<file path="config.mk">
export PLATFORM = sky130hd
export DESIGN_NAME = tilt_average_and_temp_formatter_unit_flat
export DESIGN_NICKNAME = d
export VERILOG_FILES = /design/src/hdl/tatf_pkg.sv /design/src/hdl/tatf_if.sv /design/src/hdl/tilt_average_and_temp_formatter_unit.sv /design/src/hdl/tatf_ring.sv /design/src/hdl/tatf_div.sv /design/src/hdl/tatf_fmt.sv /design/src/flat_wrapper.sv
export SDC_FILE = /design/constraint.sdc
export NUM_CORES = 1
export LEC_CHECK = 0
export BUFFER_PORTS_ARGS = -buffer_cell sky130_fd_sc_hd__buf_2
export CORE_MARGIN = 5
export CORE_UTILIZATION = 24
export DETAILED_ROUTE_END_ITERATION = 8
export PLACE_DENSITY_LB_ADDON = 0.12
export SLEW_MARGIN = 5
export SYNTH_ARGS = -nofsm -noshare
export SYNTH_HDL_FRONTEND = slang
export SYNTH_SLANG_ARGS = --single-unit
</file>
<file path="constraint.sdc">
create_clock -name clk_i -period 6.6 [get_ports clk_i]
set_input_delay 1.32 -clock clk_i [delete_from_list [all_inputs] [get_ports clk_i]]
set_output_delay 1.32 -clock clk_i [all_outputs]
set_load 0.02 [all_outputs]
</file>
<file path="src/hdl/tatf_pkg.sv">
// Shared types, request and quantity codes and the tilt lookup for the
// tilt averager and temperature formatter. No dependencies.
package tatf_pkg;

  localparam int unsigned RING_DEPTH_DEF = 8;

  localparam int unsigned REQ_W     = 2;
  localparam int unsigned AXIS_W    = 6;
  localparam int unsigned AXES      = 3;
  localparam int unsigned SAMPLE_W  = AXES * AXIS_W;
  localparam int unsigned TEMP_W    = 16;
  localparam int unsigned TVAL_W    = 13;
  localparam int unsigned QTY_W     = 2;
  localparam int unsigned DIGIT_W   = 4;
  localparam int unsigned MAGN_W    = 13;
  localparam int unsigned TILT_W    = 10;
  localparam int unsigned AXIS_Q_W  = 10;
  localparam int unsigned TILT_MAX  = 900;

  localparam logic [REQ_W-1:0] REQ_STORE  = 2'd0;
  localparam logic [REQ_W-1:0] REQ_LOAD   = 2'd1;
  localparam logic [REQ_W-1:0] REQ_REPORT = 2'd2;

  localparam logic [QTY_W-1:0] QTY_X    = 2'd0;
  localparam logic [QTY_W-1:0] QTY_Y    = 2'd1;
  localparam logic [QTY_W-1:0] QTY_Z    = 2'd2;
  localparam logic [QTY_W-1:0] QTY_TEMP = 2'd3;

  localparam logic [TILT_W-1:0] TILT_TABLE [32] = '{
    10'd0,   10'd27,  10'd54,  10'd81,  10'd108, 10'd135, 10'd163, 10'd192,
    10'd220, 10'd250, 10'd280, 10'd310, 10'd342, 10'd375, 10'd410, 10'd447,
    10'd486, 10'd528, 10'd575, 10'd630, 10'd696, 10'd799, 10'd900, 10'd900,
    10'd900, 10'd900, 10'd900, 10'd900, 10'd900, 10'd900, 10'd900, 10'd900
  };

  typedef struct packed {
    logic              valid;
    logic [QTY_W-1:0]  quantity;
    logic              negative;
    logic [MAGN_W-1:0] magnitude;
  } fmt_req_t;

  // signed tenths of a degree; the most negative code saturates to the last entry
  function automatic logic signed [TILT_W:0] tilt_of(input logic [AXIS_W-1:0] code);
    logic [AXIS_W-1:0] neg_c;
    logic [4:0]        idx;
    logic [TILT_W-1:0] m;
    neg_c = 6'd0 - code;
    if (code[AXIS_W-1]) begin
      idx = neg_c[5] ? 5'd31 : neg_c[4:0];
    end else begin
      idx = code[4:0];
    end
    m = TILT_TABLE[idx];
    return code[AXIS_W-1] ? -$signed({1'b0, m}) : $signed({1'b0, m});
  endfunction

endpackage

</file>
<file path="src/hdl/tatf_if.sv">
// Request and result channel interfaces for the tilt averager.
// Depends on tatf_pkg.
interface tatf_req_if import tatf_pkg::*; ();
  logic              valid;
  logic              ready;
  logic [REQ_W-1:0]  req_type;
  logic [AXIS_W-1:0] axis_x;
  logic [AXIS_W-1:0] axis_y;
  logic [AXIS_W-1:0] axis_z;
  logic [TEMP_W-1:0] temp_word;

  modport source (output valid, req_type, axis_x, axis_y, axis_z, temp_word, input ready);
  modport sink   (input valid, req_type, axis_x, axis_y, axis_z, temp_word, output ready);
endinterface

interface tatf_res_if import tatf_pkg::*; ();
  logic               valid;
  logic               ready;
  logic [QTY_W-1:0]   quantity;
  logic               negative;
  logic [DIGIT_W-1:0] digit_high;
  logic [DIGIT_W-1:0] digit_mid;
  logic [DIGIT_W-1:0] digit_low;
  logic [MAGN_W-1:0]  magnitude;
  logic               last;

  modport source (output valid, quantity, negative, digit_high, digit_mid, digit_low,
                  magnitude, last, input ready);
  modport sink   (input valid, quantity, negative, digit_high, digit_mid, digit_low,
                  magnitude, last, output ready);
endinterface

</file>
<file path="src/hdl/tilt_average_and_temp_formatter_unit.sv">
// Top level of the tilt averager and temperature formatter.
// Depends on tatf_pkg, tatf_if, tatf_ring, tatf_div and tatf_fmt.
//
// Store and load beats are taken only in the idle state. A report beat walks
// the sample ring through its single read port, one entry per cycle,
// accumulating each entry once its registered read returns, then divides
// the three axis sums by RING_DEPTH with a registered reciprocal
// multiplication, then hands four results to the two-stage formatter, one
// per cycle while the sink keeps up; the next beat is taken only after the
// fourth handoff. The last result then still passes the formatter's stage A
// and result registers. A stalled sink holds the handoff and with it the
// request channel. Ring entries never written since reset read as zero;
// there is no clearing pass.
module tilt_average_and_temp_formatter_unit import tatf_pkg::*; #(
  parameter int unsigned RING_DEPTH = RING_DEPTH_DEF
) (
  input  logic     clk_i,
  input  logic     rst_ni,
  tatf_req_if.sink   req_i,
  tatf_res_if.source res_o
);

  localparam int unsigned SLOT_W = $clog2(RING_DEPTH);
  localparam int unsigned CNT_W  = $clog2(RING_DEPTH + 1);
  localparam int unsigned MAG_W  = $clog2(TILT_MAX * RING_DEPTH + 1);
  localparam int unsigned SUM_W  = MAG_W + 1;

  localparam logic [1:0] S_IDLE = 2'd0;
  localparam logic [1:0] S_ACC  = 2'd1;
  localparam logic [1:0] S_DIV  = 2'd2;
  localparam logic [1:0] S_EMIT = 2'd3;

  logic [1:0]                    state_q, state_d;
  logic [CNT_W-1:0]              cnt_q;
  logic                          pend_q;
  logic [QTY_W-1:0]              qty_q;
  logic [TVAL_W-1:0]             temp_q;
  logic signed [SUM_W-1:0]       sum_q [AXES];

  logic                          req_acc;
  logic                          wr_en;
  logic                          rd_en;
  logic                          div_start;
  logic                          div_done;
  logic [SAMPLE_W-1:0]           ring_data;
  logic [AXES-1:0][MAG_W-1:0]    div_mag;
  logic [AXES-1:0][AXIS_Q_W-1:0] quo;
  fmt_req_t                      fmt_req;
  logic                          fmt_ready;
  logic                          lane_sign;
  logic [AXIS_Q_W-1:0]           lane_quo;
  logic [TVAL_W-1:0]             temp_mag;

  assign req_i.ready = state_q == S_IDLE;
  assign req_acc     = req_i.valid && req_i.ready;
  assign wr_en       = req_acc && (req_i.req_type == REQ_STORE);
  assign rd_en       = (state_q == S_ACC) && (cnt_q != CNT_W'(RING_DEPTH));
  assign div_start   = (state_q == S_ACC) && (cnt_q == CNT_W'(RING_DEPTH)) && !pend_q;

  tatf_ring #(.RING_DEPTH(RING_DEPTH)) u_ring (
    .clk_i     (clk_i),
    .rst_ni    (rst_ni),
    .wr_en_i   (wr_en),
    .wr_data_i ({req_i.axis_z, req_i.axis_y, req_i.axis_x}),
    .rd_en_i   (rd_en),
    .rd_addr_i (cnt_q[SLOT_W-1:0]),
    .rd_data_o (ring_data)
  );

  always_comb begin
    for (int a = 0; a < AXES; a++) begin
      div_mag[a] = MAG_W'(sum_q[a][SUM_W-1] ? -sum_q[a] : sum_q[a]);
    end
  end

  tatf_div #(.RING_DEPTH(RING_DEPTH), .MAG_W(MAG_W)) u_div (
    .clk_i   (clk_i),
    .rst_ni  (rst_ni),
    .start_i (div_start),
    .mag_i   (div_mag),
    .quo_o   (quo),
    .done_o  (div_done)
  );

  always_comb begin
    temp_mag = temp_q[TVAL_W-1] ? (~temp_q + 1'b1) : temp_q;
    case (qty_q)
      QTY_X: begin
        lane_sign = sum_q[0][SUM_W-1];
        lane_quo  = quo[0];
      end
      QTY_Y: begin
        lane_sign = sum_q[1][SUM_W-1];
        lane_quo  = quo[1];
      end
      QTY_Z: begin
        lane_sign = sum_q[2][SUM_W-1];
        lane_quo  = quo[2];
      end
      default: begin
        lane_sign = 1'b0;
        lane_quo  = '0;
      end
    endcase
    fmt_req          = '0;
    fmt_req.valid    = state_q == S_EMIT;
    fmt_req.quantity = qty_q;
    if (qty_q == QTY_TEMP) begin
      fmt_req.negative  = temp_q[TVAL_W-1];
      fmt_req.magnitude = MAGN_W'(temp_mag);
    end else begin
      fmt_req.negative  = lane_sign && (lane_quo != '0);
      fmt_req.magnitude = MAGN_W'(lane_quo);
    end
  end

  tatf_fmt u_fmt (
    .clk_i   (clk_i),
    .rst_ni  (rst_ni),
    .req_i   (fmt_req),
    .ready_o (fmt_ready),
    .res_o   (res_o)
  );

  always_comb begin
    state_d = state_q;
    unique case (state_q)
      S_IDLE: begin
        if (req_acc && (req_i.req_type == REQ_REPORT)) begin
          state_d = S_ACC;
        end
      end
      S_ACC: begin
        if (div_start) begin
          state_d = S_DIV;
        end
      end
      S_DIV: begin
        if (div_done) begin
          state_d = S_EMIT;
        end
      end
      S_EMIT: begin
        if (fmt_ready && (qty_q == QTY_TEMP)) begin
          state_d = S_IDLE;
        end
      end
      default: state_d = S_IDLE;
    endcase
  end

  always_ff @(posedge clk_i) begin
    for (int a = 0; a < AXES; a++) begin
      if (req_acc && (req_i.req_type == REQ_REPORT)) begin
        sum_q[a] <= '0;
      end else if ((state_q == S_ACC) && pend_q) begin
        sum_q[a] <= sum_q[a] + SUM_W'(tilt_of(ring_data[a*AXIS_W +: AXIS_W]));
      end
    end
  end

  always_ff @(posedge clk_i or negedge rst_ni) begin
    if (!rst_ni) begin
      state_q <= S_IDLE;
      cnt_q   <= '0;
      pend_q  <= 1'b0;
      qty_q   <= QTY_X;
      temp_q  <= '0;
    end else begin
      state_q <= state_d;
      pend_q  <= rd_en;
      if (req_acc && (req_i.req_type == REQ_LOAD)) begin
        temp_q <= req_i.temp_word[TEMP_W-1:3];
      end
      if (req_acc && (req_i.req_type == REQ_REPORT)) begin
        cnt_q <= '0;
      end else if (rd_en) begin
        cnt_q <= cnt_q + 1'b1;
      end
      if (div_done) begin
        qty_q <= QTY_X;
      end else if ((state_q == S_EMIT) && fmt_ready && (qty_q != QTY_TEMP)) begin
        qty_q <= qty_q + 1'b1;
      end
    end
  end

endmodule

</file>
<file path="src/hdl/tatf_ring.sv">
// Sample ring: synchronous memory with one write and one registered read
// port, per-entry valid bits and the write slot pointer. Depends on tatf_pkg.
module tatf_ring import tatf_pkg::*; #(
  parameter int unsigned RING_DEPTH = RING_DEPTH_DEF
) (
  input  logic                          clk_i,
  input  logic                          rst_ni,
  input  logic                          wr_en_i,
  input  logic [SAMPLE_W-1:0]           wr_data_i,
  input  logic                          rd_en_i,
  input  logic [$clog2(RING_DEPTH)-1:0] rd_addr_i,
  output logic [SAMPLE_W-1:0]           rd_data_o
);

  localparam int unsigned SLOT_W = $clog2(RING_DEPTH);

  logic [SAMPLE_W-1:0]   mem_q [RING_DEPTH];
  logic [RING_DEPTH-1:0] vld_q;
  logic [SLOT_W-1:0]     slot_q;
  logic [SAMPLE_W-1:0]   data_q;
  logic                  hit_q;

  always_ff @(posedge clk_i) begin
    if (wr_en_i) begin
      mem_q[slot_q] <= wr_data_i;
    end
  end

  always_ff @(posedge clk_i) begin
    if (rd_en_i) begin
      data_q <= mem_q[rd_addr_i];
    end
  end

  always_ff @(posedge clk_i or negedge rst_ni) begin
    if (!rst_ni) begin
      vld_q  <= '0;
      slot_q <= '0;
      hit_q  <= 1'b0;
    end else begin
      if (wr_en_i) begin
        vld_q[slot_q] <= 1'b1;
        slot_q <= (slot_q == SLOT_W'(RING_DEPTH - 1)) ? '0 : slot_q + 1'b1;
      end
      if (rd_en_i) begin
        hit_q <= vld_q[rd_addr_i];
      end
    end
  end

  assign rd_data_o = hit_q ? data_q : '0;

endmodule

</file>
<file path="src/hdl/tatf_div.sv">
// Divider of the three axis magnitudes by the ring depth, one reciprocal
// multiplication per lane, quotients registered on start and flagged by done_o. Depends on tatf_pkg.
module tatf_div import tatf_pkg::*; #(
  parameter int unsigned RING_DEPTH = RING_DEPTH_DEF,
  parameter int unsigned MAG_W      = 13
) (
  input  logic                         clk_i,
  input  logic                         rst_ni,
  input  logic                         start_i,
  input  logic [AXES-1:0][MAG_W-1:0]   mag_i,
  output logic [AXES-1:0][AXIS_Q_W-1:0] quo_o,
  output logic                         done_o
);

  localparam int unsigned SH_W   = $clog2(RING_DEPTH);
  localparam int unsigned SHIFT  = MAG_W + SH_W;
  localparam int unsigned RCP_W  = MAG_W + 1;
  localparam int unsigned PROD_W = MAG_W + RCP_W;
  localparam logic [RCP_W-1:0] RCP =
    RCP_W'(((64'd1 << SHIFT) + 64'(RING_DEPTH) - 64'd1) / 64'(RING_DEPTH));

  logic [AXES-1:0][PROD_W-1:0]   prod;
  logic [AXES-1:0][AXIS_Q_W-1:0] quo_q;
  logic                          done_q;

  always_comb begin
    for (int l = 0; l < AXES; l++) begin
      prod[l] = PROD_W'(mag_i[l]) * PROD_W'(RCP);
    end
  end

  always_ff @(posedge clk_i) begin
    if (start_i) begin
      for (int l = 0; l < AXES; l++) begin
        quo_q[l] <= AXIS_Q_W'(prod[l] >> SHIFT);
      end
    end
  end

  always_ff @(posedge clk_i or negedge rst_ni) begin
    if (!rst_ni) begin
      done_q <= 1'b0;
    end else begin
      done_q <= start_i;
    end
  end

  assign quo_o  = quo_q;
  assign done_o = done_q;

endmodule

</file>
<file path="src/hdl/tatf_fmt.sv">
// Decimal formatter: two register stages that split a magnitude into
// three digits, the second stage being the result channel register. Depends on tatf_pkg.
module tatf_fmt import tatf_pkg::*; (
  input  logic       clk_i,
  input  logic       rst_ni,
  input  fmt_req_t   req_i,
  output logic       ready_o,
  tatf_res_if.source res_o
);

  logic               a_vld_q;
  logic [QTY_W-1:0]   a_qty_q;
  logic               a_neg_q;
  logic [MAGN_W-1:0]  a_mag_q;
  logic [DIGIT_W-1:0] a_h_q;
  logic [6:0]         a_r_q;

  logic               res_vld_q;
  logic [QTY_W-1:0]   quantity_q;
  logic               negative_q;
  logic [DIGIT_W-1:0] digit_high_q;
  logic [DIGIT_W-1:0] digit_mid_q;
  logic [DIGIT_W-1:0] digit_low_q;
  logic [MAGN_W-1:0]  magnitude_q;
  logic               last_q;

  logic [15:0]        axis_prod;
  logic [DIGIT_W-1:0] axis_h;
  logic [9:0]         axis_r;
  logic [8:0]         whole;
  logic [8:0]         temp_r;
  logic [7:0]         frac_prod;
  logic               is_temp;
  logic [DIGIT_W-1:0] h_d;
  logic [6:0]         r_d;
  logic [14:0]        tens_prod;
  logic [DIGIT_W-1:0] tens;
  logic [6:0]         units_w;
  logic               b_free;

  always_comb begin
    axis_prod = 16'(req_i.magnitude[9:0]) * 16'd41;
    axis_h    = axis_prod[15:12];
    axis_r    = req_i.magnitude[9:0] - 10'(axis_h) * 10'd100;
    whole     = req_i.magnitude[12:4];
    if (whole >= 9'd200) begin
      temp_r = whole - 9'd200;
    end else if (whole >= 9'd100) begin
      temp_r = whole - 9'd100;
    end else begin
      temp_r = whole;
    end
    frac_prod = 8'(req_i.magnitude[3:0]) * 8'd10;
    is_temp   = req_i.quantity == QTY_TEMP;
    h_d       = is_temp ? frac_prod[7:4] : axis_h;
    r_d       = is_temp ? temp_r[6:0] : axis_r[6:0];
  end

  always_comb begin
    tens_prod = 15'(a_r_q) * 15'd205;
    tens      = tens_prod[14:11];
    units_w   = a_r_q - 7'(tens) * 7'd10;
  end

  assign b_free  = !res_vld_q || res_o.ready;
  assign ready_o = !a_vld_q || b_free;

  always_ff @(posedge clk_i) begin
    if (ready_o && req_i.valid) begin
      a_qty_q <= req_i.quantity;
      a_neg_q <= req_i.negative;
      a_mag_q <= req_i.magnitude;
      a_h_q   <= h_d;
      a_r_q   <= r_d;
    end
    if (b_free && a_vld_q) begin
      quantity_q  <= a_qty_q;
      negative_q  <= a_neg_q;
      magnitude_q <= a_mag_q;
      last_q      <= a_qty_q == QTY_TEMP;
      if (a_qty_q == QTY_TEMP) begin
        digit_high_q <= tens;
        digit_mid_q  <= units_w[3:0];
        digit_low_q  <= a_h_q;
      end else begin
        digit_high_q <= a_h_q;
        digit_mid_q  <= tens;
        digit_low_q  <= units_w[3:0];
      end
    end
  end

  always_ff @(posedge clk_i or negedge rst_ni) begin
    if (!rst_ni) begin
      a_vld_q   <= 1'b0;
      res_vld_q <= 1'b0;
    end else begin
      if (ready_o) begin
        a_vld_q <= req_i.valid;
      end
      if (b_free) begin
        res_vld_q <= a_vld_q;
      end
    end
  end

  assign res_o.valid      = res_vld_q;
  assign res_o.quantity   = quantity_q;
  assign res_o.negative   = negative_q;
  assign res_o.digit_high = digit_high_q;
  assign res_o.digit_mid  = digit_mid_q;
  assign res_o.digit_low  = digit_low_q;
  assign res_o.magnitude  = magnitude_q;
  assign res_o.last       = last_q;

endmodule

</file>
<file path="src/flat_wrapper.sv">
// flat-port wrapper written by rule: the top's interface ports become plain ports
module tilt_average_and_temp_formatter_unit_flat import tatf_pkg::*;
#(
  parameter int unsigned RING_DEPTH = RING_DEPTH_DEF
)
  (clk_i, rst_ni, req_i_valid, req_i_req_type, req_i_axis_x, req_i_axis_y, req_i_axis_z, req_i_temp_word, req_i_ready, res_o_valid, res_o_quantity, res_o_negative, res_o_digit_high, res_o_digit_mid, res_o_digit_low, res_o_magnitude, res_o_last, res_o_ready);
  tatf_req_if req_i_i ();
  tatf_res_if res_o_i ();
  input  logic clk_i;
  input  logic rst_ni;
  input wire logic [$bits(req_i_i.valid)-1:0] req_i_valid;
  input wire logic [$bits(req_i_i.req_type)-1:0] req_i_req_type;
  input wire logic [$bits(req_i_i.axis_x)-1:0] req_i_axis_x;
  input wire logic [$bits(req_i_i.axis_y)-1:0] req_i_axis_y;
  input wire logic [$bits(req_i_i.axis_z)-1:0] req_i_axis_z;
  input wire logic [$bits(req_i_i.temp_word)-1:0] req_i_temp_word;
  output wire logic [$bits(req_i_i.ready)-1:0] req_i_ready;
  output wire logic [$bits(res_o_i.valid)-1:0] res_o_valid;
  output wire logic [$bits(res_o_i.quantity)-1:0] res_o_quantity;
  output wire logic [$bits(res_o_i.negative)-1:0] res_o_negative;
  output wire logic [$bits(res_o_i.digit_high)-1:0] res_o_digit_high;
  output wire logic [$bits(res_o_i.digit_mid)-1:0] res_o_digit_mid;
  output wire logic [$bits(res_o_i.digit_low)-1:0] res_o_digit_low;
  output wire logic [$bits(res_o_i.magnitude)-1:0] res_o_magnitude;
  output wire logic [$bits(res_o_i.last)-1:0] res_o_last;
  input wire logic [$bits(res_o_i.ready)-1:0] res_o_ready;
  assign req_i_i.valid = req_i_valid;
  assign req_i_i.req_type = req_i_req_type;
  assign req_i_i.axis_x = req_i_axis_x;
  assign req_i_i.axis_y = req_i_axis_y;
  assign req_i_i.axis_z = req_i_axis_z;
  assign req_i_i.temp_word = req_i_temp_word;
  assign req_i_ready = req_i_i.ready;
  assign res_o_valid = res_o_i.valid;
  assign res_o_quantity = res_o_i.quantity;
  assign res_o_negative = res_o_i.negative;
  assign res_o_digit_high = res_o_i.digit_high;
  assign res_o_digit_mid = res_o_i.digit_mid;
  assign res_o_digit_low = res_o_i.digit_low;
  assign res_o_magnitude = res_o_i.magnitude;
  assign res_o_last = res_o_i.last;
  assign res_o_i.ready = res_o_ready;
  tilt_average_and_temp_formatter_unit #(.RING_DEPTH(RING_DEPTH)) u_core (.clk_i(clk_i), .rst_ni(rst_ni), .req_i(req_i_i), .res_o(res_o_i));
endmodule
</file>
# [Yosys cells after proc, flatten, opt, wreduce, memory -nomap -nowiden]
# Memory sizes are Yosys's and may differ from the RTL's. A register that Yosys moved wholly into a read port is not among the register bits.
# Cells that the tools add are included.
[totals] register_bits=123 ram_bits=186 mem_bits_ro=960 output_inout_bits=31 word_cells=175 n_memories=5
[op_classes] addsub=20 multipliers=5 order_cmp=8 eq_ne=17 n_mux=60 n_bitwise=8 reduce_logical=26
[memory_table] memory="(name not given)" depth=32 word_bits=10 rd=1 rd_ports_with_merged_regs=0 write_ports=0 line_no="tatf_pkg.sv:54" source="m = TILT_TABLE[idx];"
[memory_table] memory="(name not given)" depth=32 word_bits=10 rd=1 rd_ports_with_merged_regs=0 write_ports=0 line_no="tatf_pkg.sv:54"
[memory_table] memory="(name not given)" depth=32 word_bits=10 rd=1 rd_ports_with_merged_regs=0 write_ports=0 line_no="tatf_pkg.sv:54"
[memory_table] memory="u_core.u_ring.mem_q" depth=8 word_bits=18 rd=1 rd_ports_with_merged_regs=1 write_ports=1 line_no="tatf_ring.sv:17" source="logic [SAMPLE_W-1:0] mem_q [RING_DEPTH];"
[memory_table] memory="u_core.sum_q" depth=3 word_bits=14 rd=3 rd_ports_with_merged_regs=0 write_ports=3 line_no="tilt_average_and_temp_formatter_unit.sv:38" source="logic signed [SUM_W-1:0] sum_q [AXES];"
[ops] cell="10-bit two-way mux" n=6
[ops] cell="5-bit two-way mux" n=12
[ops] cell="14-bit two-way mux" n=4
[ops] cell="13-bit two-way mux" n=4
[ops] cell="14-bit by 11-bit adder with 14-bit output" n=3
[ops] cell="13-bit negation" n=3
[ops] cell="11-bit two-way mux" n=3
[ops] cell="10-bit negation with 11-bit output" n=3
[ops] cell="10-bit case mux with 3 select lines" n=1
[ops] cell="4-bit two-way mux" n=6
[ops] cell="7-bit two-way mux" n=3
[ops] cell="6-bit greater-or-equal comparator, second input constant" n=3
[ops] cell="18-bit two-way mux" n=1
[ops] cell="5-bit inverter with 6-bit output" n=3
[ops] cell="1-bit by 6-bit subtractor with 6-bit output, first input constant" n=3
[ops] cell="10-bit by 6-bit multiplier with 16-bit output, second input constant" n=1
[ops] cell="7-bit by 8-bit multiplier with 15-bit output, second input constant" n=1
[ops] cell="1-bit logical AND" n=14
[ops] cell="7-bit subtractor, second input constant" n=2
[ops] cell="13-bit by 1-bit adder with 13-bit output, second input constant" n=1
[ops] cell="13-bit inverter" n=1
[ops] cell="2-bit equality test, second input constant" n=6
[ops] cell="2-bit two-way mux" n=6
[ops] cell="10-bit nonzero test" n=1
[ops] cell="31 further kinds" n=53

# [Logic depth before layout (Yosys ltp)]
# Gate-level depths: netlist of the first run.
[logic_depth] ltp_word=14 depth_mapped=29 ltp_nobuf=28

# [Hierarchy]
# A second synthesis of the first run with hierarchy kept.
[hier_totals] cells_unflattened=1703 area_unflattened_um2=20282.0
[modules_own_cells] module="tilt_average_and_temp_formatter_unit" n_inst=1 cells_each=1050 area_each_um2=8538.2
[modules_own_cells] module="tatf_ring" n_inst=1 cells_each=292 area_each_um2=6761.5
[modules_own_cells] module="tatf_fmt" n_inst=1 cells_each=330 area_each_um2=4056.4
[modules_own_cells] module="tatf_div" n_inst=1 cells_each=31 area_each_um2=925.9

# [Worst setup path before layout of the first run]
# Ideal clock, no wire load.
[synth_timing] path_type="register to register" startpoint="register u_core.temp_q[2]" endpoint="register u_core.u_fmt.a_r_q[6] (data pin)" setup_ns=0.261 arrival_ns=5.874 t_required_ns=6.339 slack_ns=0.465 stages_incl_launch_ff=27 n_path_buf=1 synth_period_minus_slack_ns=6.135 cell_sequence="dfrtp_1 > or4_1 > clkbuf_1 > o41ai_1 > xnor2_1 > o21ai_0 > inv_1 > ha_1 > ha_1 > ha_1 > ha_1 > nand4_1 > nor2_1 > nand2_1 > o41ai_1 > a31o_2 > a21oi_1 > xor2_1 > ha_1 > inv_1 > ha_1 > a21oi_1 > xnor2_1 > xor2_1 > xnor2_1 > xnor2_1 > mux2i_1"
[synth_rtl] item="start, declared" line_no="tilt_average_and_temp_formatter_unit.sv:37" source="logic [TVAL_W-1:0] temp_q;"
[synth_rtl] item="start signal, assigned" line_no="tilt_average_and_temp_formatter_unit.sv:173" source="temp_q <= req_i.temp_word[TEMP_W-1:3];"
[synth_rtl] item="end signal, assigned" line_no="tatf_fmt.sv:74" source="a_r_q <= r_d;"
[synth_rtl] item="end, declared" line_no="tatf_fmt.sv:16" source="logic [6:0] a_r_q;"

==> results of run 1 <==
-- sequential cells by signal, summed over array words and instances (netlist names), 2 cells and up --
register	count
u_core.u_ring.vld_q	8
u_core.u_fmt.res_o.digit_mid	4
u_core.u_fmt.res_o.magnitude	13
u_core.u_div.quo_o	30
u_core.u_fmt.a_h_q	4
u_core.u_ring.slot_q	3
u_core.u_ring.mem_q	144
u_core.cnt_q	4
u_core.u_fmt.a_mag_q	13
u_core.qty_q	2
u_core.u_fmt.res_o.digit_low	4
u_core.u_fmt.res_o.digit_high	4
u_core.u_fmt.a_r_q	7
u_core.sum_q	42
u_core.u_fmt.res_o.quantity	2
u_core.u_ring.data_q	18
u_core.state_q	2
u_core.temp_q	13
u_core.u_fmt.a_qty_q	2
-- path summary, 6_finish.rpt --
check	slack, ns	to
worst min-delay path	0.42	u_core.u_fmt.res_o.magnitude[5]
worst max-delay path	0.23	u_core.u_fmt.a_r_q[6]
max in group asynchronous	5.07	u_core.u_ring.hit_q
min in group asynchronous	0.89	u_core.u_ring.slot_q[1]
worst min register to register	0.42	u_core.u_fmt.res_o.magnitude[5]
worst max register to register	0.23	u_core.u_fmt.a_r_q[6]
-- cell usage after synthesis (all sizes together), types with 7 or more instances --
cell type / count / area share, %
a21o: 26 / 1.0
a21oi: 67 / 1.7
a222oi: 10 / 0.51
a22oi: 7 / 0.27
a31o: 9 / 0.40
a31oi: 15 / 0.48
and2: 24 / 0.77
and3: 10 / 0.34
buf: 27 / 0.76
clkbuf: 28 / 0.64
dfrtp: 37 / 4.7
edfxtp: 290 / 44
fa: 15 / 1.5
ha: 164 / 10
inv: 87 / 1.7
mux2: 48 / 2.8
mux2i: 25 / 1.3
mux4: 38 / 4.4
nand2: 100 / 2.0
nand2b: 15 / 0.48
nand3: 19 / 0.49
nand4: 9 / 0.29
nor2: 102 / 2.0
nor2b: 9 / 0.29
nor3: 27 / 0.72
nor4: 7 / 0.26
o211ai: 11 / 0.42
o21a: 10 / 0.38
o21ai: 69 / 1.8
o21bai: 8 / 0.31
o31ai: 17 / 0.65
o41ai: 8 / 0.36
or2: 12 / 0.38
or3: 10 / 0.32
or4: 11 / 0.48
xnor2: 93 / 4.2
xor2: 41 / 1.8
-- worst reg2reg max path: cells and delay by family (launching register included) --
| family | cells | cell delay [ns] |
|---|---|---|
| AND/OR/NAND/NOR | 2 | 0.64 |
| multiplexers | 1 | 0.09 |
| adder cells (fa/ha/maj) | 7 | 1.85 |
| XOR/XNOR | 6 | 1.07 |
| buffers and inverters | 3 | 0.24 |
| AO/OA/AOI/OAI | 8 | 1.78 |
| flip-flops | 1 | 0.43 |
-- cells by family (layout without fill, tap and decap cells) --
logic type,after synthesis,after routing,share of synthesized area (%)
simple gates,382,382,9.93
flops,327,327,49.2
compound gates,325,325,11.4
fa+ha+maj,179,179,12.0
buf+inv,142,290,3.10
xor+xnor,134,134,5.99
mux,111,111,8.43
-- layout make-up --
| type | instances | area, µm² | share of cell area [%] |
|---|---|---|---|
| Sequential cell | 327 | 9640 | 42.0 |
| Multi-Input combinational cell | 1131 | 9440 | 41.1 |
| Tap cell | 1060 | 1330 | 5.78 |
| Clock buffer | 51 | 1110 | 4.82 |
| Timing Repair Buffer | 125 | 771 | 3.36 |
| Clock inverter | 27 | 350 | 1.53 |
| Inverter | 87 | 334 | 1.45 |
-- through the flow --
step	TNS, ns	cells	area [µm²]
floorplan	0	1600	19600
global placement	0	2730	21500
detailed placement	0	2730	21500
CTS	0	2808	22900
global route	-0.148	2808	23000
finish	0	2808	23000
-- cell usage in the layout, fill, tap and decap left out, drive strengths merged, types with 9 or more instances in the layout --
cell type and n:
o21a 10, mux4 38, o211ai 11, or4 11, a31oi 15, edfxtp 290, fa 15, nor2 102
xnor2 93, inv 92, ha 164, a21o 26, or3 10, a31o 9, nand3 19, a222oi 10
buf 125, xor2 41, clkbuf 51, clkinv 14, or2 12, nor2b 9, o21ai 69, nand2 100
nor3 27, and3 10, o31ai 17, mux2i 25, dfrtp 37, nand2b 15, mux2 48, and2 24
a21oi 67, nand4 9
-- layer usage --
metal	vias to the layer above	part of all wire, %
li1	6288	-
met3	69	3.2
met5	-	0
met1	6236	46
met4	0	2.3
met2	164	49
-- power breakdown --
part	leakage, nW	total [mW]	switching [mW]	internal, mW
logic	5.29	0.0262	0.0181	0.00808
registers	3.07	2.24	0	2.24
clock network	0.712	2.41	0.931	1.48
==> impl_results.md, run 1 <==
- M2 GR Usage: a little under a fifth
- Delay-heaviest family, CP: adder cells
- Count of final setup violators: 0
- MaxCap Viol Count: 0
- First-pass GRT wire length: 75.3 mm
- TritonCTS clock tree: built
- Seq/Total Area, Yosys: between 40% and 50%
- Vias/cell: around 4.5
- Worst Hold Depth: 0
- Worst skew pair latency: 0.58 ns
- Die extent in x: 296 µm
- CP max FO: 6
- Postcts setup bufs: 0
- Cts hold-fix bufs: 0
- VDD IR max: 201 µV
- Routed WL: 47.3 mm
- Gr ovfl total: 0
- Synth async-reset ratio: 11.3%
- Buffers and inverters on the worst path: 3
- Worst slew pin tran: 1.11 ns
- Gpl congestion: between 0.8 and 0.9
- Clock Pin Slew Worst Setup and Hold Paths: 0.05 ns
- WL/cell: between 15 and 20 µm
- Worst Setup Slack, final: ~0.23 ns
- Pwr dens: roughly 200 nW/µm²
- Final Skew: 0.0231 ns
- Post-Syn Nets: 1,819
- DRT iter0 DRCs: roughly 690
- RSZ-0062 raised after global routing: yes
- Std cell rows: 104
- Die Height: 296 µm
- Worst setup EP type: flop
- Crit path DAT: 6.67 ns
- DR DRC count: 0
- Initial core utilization: about a quarter
- Number of fill cells: 8,316
- Routed Antenna Nets: 0
- R2R cell count: 27
- CP required: 6.90 ns
- GRT Max-Usage Layer: met2
- Critical Path Max Stage Delay: ~0.52 ns
- Post-CTS Resized: 0
- Core ar.: 80,700 µm²
- # nets final: 1,934
- Hold Crit Class: reg -> reg
- Slew Limit Fails: 0
- Number of synthesized flops with an enable pin: 290
- Final HPWL DP: 33.7 mm
- Final hold slack: roughly 0.42 ns
- Via count: 12,800
- FMAX: 0.157 GHz
- Drt pass-1 iters: 6
- Initial antenna violation count: 0
- Slew headroom: between 20 and 30%
- Most frequent CP cell: ha_1
- Worst Path Class, Setup: reg -> reg
- Clock tree sinks: between 300 and 400
- Static Leak: 9.08 nW
- CTS max path bufs: 3
- GRT Overall Usage: 10.8%
- Fin. Hold Viols: 0
- Clock Tree Root: clkbuf_16
- Power Total: approximately 4.7 mW
- GR Layer Usage met3: roughly 1.7%
- Status: completed
- Hold Crit Start: u_core.u_fmt.a_mag_q[5]
- CP Launch Point: u_core.temp_q[1]
- Reg2reg start: u_core.temp_q[1]
- IO Pins: 71
- Pre-CTS WS: 0.125 ns
- Final Critical Period: 6.37 ns
- Warnings from Yosys: 0
- Primary FF master, synth: edfxtp_1
- Area growth syn-to-layout: 17.2%
- Crit-path slowest cell: or4b_4
- Netlist cell types: 92
- Largest net degree at the start of global routing: 43
- Final period util: 96.5%
- Number of diodes: 0
- Critical Path Source Type: flop
- DIE AREA: 87,400 µm²
- Syn_area_per_cell: about 12 µm²
- Num CTS Buffers: 43
- Post-synth design cell area: 19,600 µm²
- Port Buf Inserts: 67
- H-tree levels: 2
- Share of post-route cells with drive strength above 1: 19.2%
- Finished Core Util: about 28%
- Post-Synthesis Cells: 1,600
- Crit path depth: 27
- Global Route met1 Usage: 13.9%
- Synth Register Bits: between 300 and 400
- Vias in the first global route: approximately 13,000
Note: power is estimated with default switching activity, not from simulation.
==> run 2, diff against run 1 <==
--- a/config.mk
+++ b/config.mk
@@ -6,6 +6,8 @@
 export NUM_CORES = 1
 export LEC_CHECK = 0
 export BUFFER_PORTS_ARGS = -buffer_cell sky130_fd_sc_hd__buf_2
+export CELL_PAD_IN_SITES_DETAIL_PLACEMENT = 0
+export CELL_PAD_IN_SITES_GLOBAL_PLACEMENT = 1
 export CORE_MARGIN = 5
 export CORE_UTILIZATION = 24
 export DETAILED_ROUTE_END_ITERATION = 8
==> impl_results.md, run 2 (synthesis results as in run 1) <==
- Die extent in x: 296 µm
- Hold Crit Class: reg -> reg
- Final HPWL DP: 34.4 mm
- Crit path DAT: 6.60 ns
- Final Skew: 0.0176 ns
- TritonCTS clock tree: built
- Critical Path Max Stage Delay: 0.47 ns
- First-pass GRT wire length: 75.5 mm
- Reg2reg start: u_core.qty_q[0]
- R2r endpoint: u_core.u_fmt.a_r_q[6]
- Largest net degree at the start of global routing: 43
- Worst skew pair latency: 0.57 ns
- Routed Antenna Nets: 0
- CP required: 6.89 ns
- Vias in the first global route: roughly 13,000
- Worst setup EP type: flop
- Critical Path End: u_core.u_fmt.a_r_q[6]
- Finished Layout Cells: 2,815
- CP max FO: 8
- Slew headroom: 34.9%
- Most common cell after layout, fill and taps aside: edfxtp_1
- CP Launch Point: u_core.qty_q[0]
- Post-Place Cells: roughly 2,700
- Std cell rows: 104
- FMAX: 0.158 GHz
- DR DRC count: 0
- Worst slew pin tran: 0.965 ns
- Crit-path slowest cell: a222oi_1
- Reg2reg setup slack: 0.29 ns
- Port Buf Inserts: 67
- Die Height: between 200 and 300 µm
- Register with the most flip-flops: u_core.u_ring.mem_q
- Worst Path Class, Setup: reg -> reg
- Pwr dens: about 200 nW/µm²
- Num CTS Buffers: 40
- Static Leak: 9.11 nW
- DRT iter0 DRCs: 616
- Crit path depth: 29
- CTS max path bufs: 3
- VDD IR max: approximately 190 µV
- Vias/cell: 4.50
- Initial core utilization: 24.3%
- Initial antenna violation count: 3
- Routed WL: about 48 mm
- Clock tree sinks: 327
- Buffers and inverters on the worst path: 6
- Core ar.: 80,700 µm²
- Critical Path Source Type: flop
- Slew Limit Fails: 0
- Clock Tree Root: clkbuf_16
- Power Total: 4.53 mW
- Final period util: between 90 and 100%
- Via count: around 13,000
- Delay-heaviest family, CP: compound AO/OA/AOI/OAI gates
- Gr ovfl total: 0
- GRT Overall Usage: 10.9%
- IO Pins: just over 70
- H-tree levels: 2
- Area growth syn-to-layout: 17.4%
- Most frequent cells in the layout: edfxtp_1, ha_1, nand2_1
- WL/cell: 17.0 µm
- Clock Pin Slew Worst Setup and Hold Paths: 0.06 ns
- Most frequent CP cell: ha_1
- # nets final: slightly below 2,000
- Share of post-route cells with drive strength above 1: 19.8%
- Final hold slack: 0.418 ns
- Final Critical Period: 6.31 ns
- MaxCap Viol Count: 0
- Max FFs per register: ~140
- DIE AREA: 87,400 µm²
- Gpl congestion: 0.773
- Fin. Hold Viols: 0
- R2R cell count: 29
- Finished Core Util: approximately 29%
- Status: completed
- RSZ-0062 raised after global routing: yes
- Count of final setup violators: 0
- Drt pass-1 iters: 6
run 2: routing by layer:
metal  vias to the layer above  wire length, µm  GRT usage, %
met4                         2              805          2.32
met5                         -               11             0
met1                      6171            21900          14.0
met2                       155            23500          19.3
met3                        54             1630          1.77
li1                       6294                -             -
run 2: worst min path at each step:
stage,from,end,slack [ns],depth (start not counted)
6_report,u_core.u_fmt.a_mag_q[1],u_core.u_fmt.res_o.magnitude[1],0.42,0
5_1_grt,u_core.u_fmt.a_mag_q[2],u_core.u_fmt.res_o.magnitude[2],0.42,0
4_1_cts,u_core.u_fmt.a_mag_q[1],u_core.u_fmt.res_o.magnitude[1],0.42,0
3_5_place_dp,u_core.u_fmt.a_mag_q[1],u_core.u_fmt.res_o.magnitude[1],0.40,0
3_3_place_gp,u_core.u_fmt.a_mag_q[0],u_core.u_fmt.res_o.magnitude[0],0.40,0
2_1_floorplan,u_core.u_fmt.a_mag_q[0],u_core.u_fmt.res_o.magnitude[0],0.40,0
run 2: power breakdown:
group,total [mW],switching (mW),internal (mW)
logic,0.0263,0.0182,0.00809
clock network,2.27,0.896,1.37
registers,2.24,0,2.24
run 2: cell type report:
cell class	count	area, µm²
fillers	8305	57700
flip-flops and latches	327	9640
multi-input cells	1131	9460
well taps	1060	1330
clock buffers	48	1080
repair buffers	139	888
inverters	87	334
clock inverters	22	272
diodes	1	2.50
run 2: through the flow:
step / setup slack (ns) / cell area [µm²] / TNS (ns)
3_5_place_dp: 0.0482 / 21600 / 0
3_3_place_gp: 0.0112 / 21600 / 0
5_1_grt: -0.0589 / 23000 / -0.0589
4_1_cts: 0.0120 / 22900 / 0
6_report: 0.290 / 23000 / 0
2_1_floorplan: 0.465 / 19600 / 0
run 2: repair_timing:
item	in CTS	in global routing
endpoints found under the setup margin	1	2
buffers inserted	0	4
resized for setup	3	10
pin swaps	0	6
hold buffers	0	0
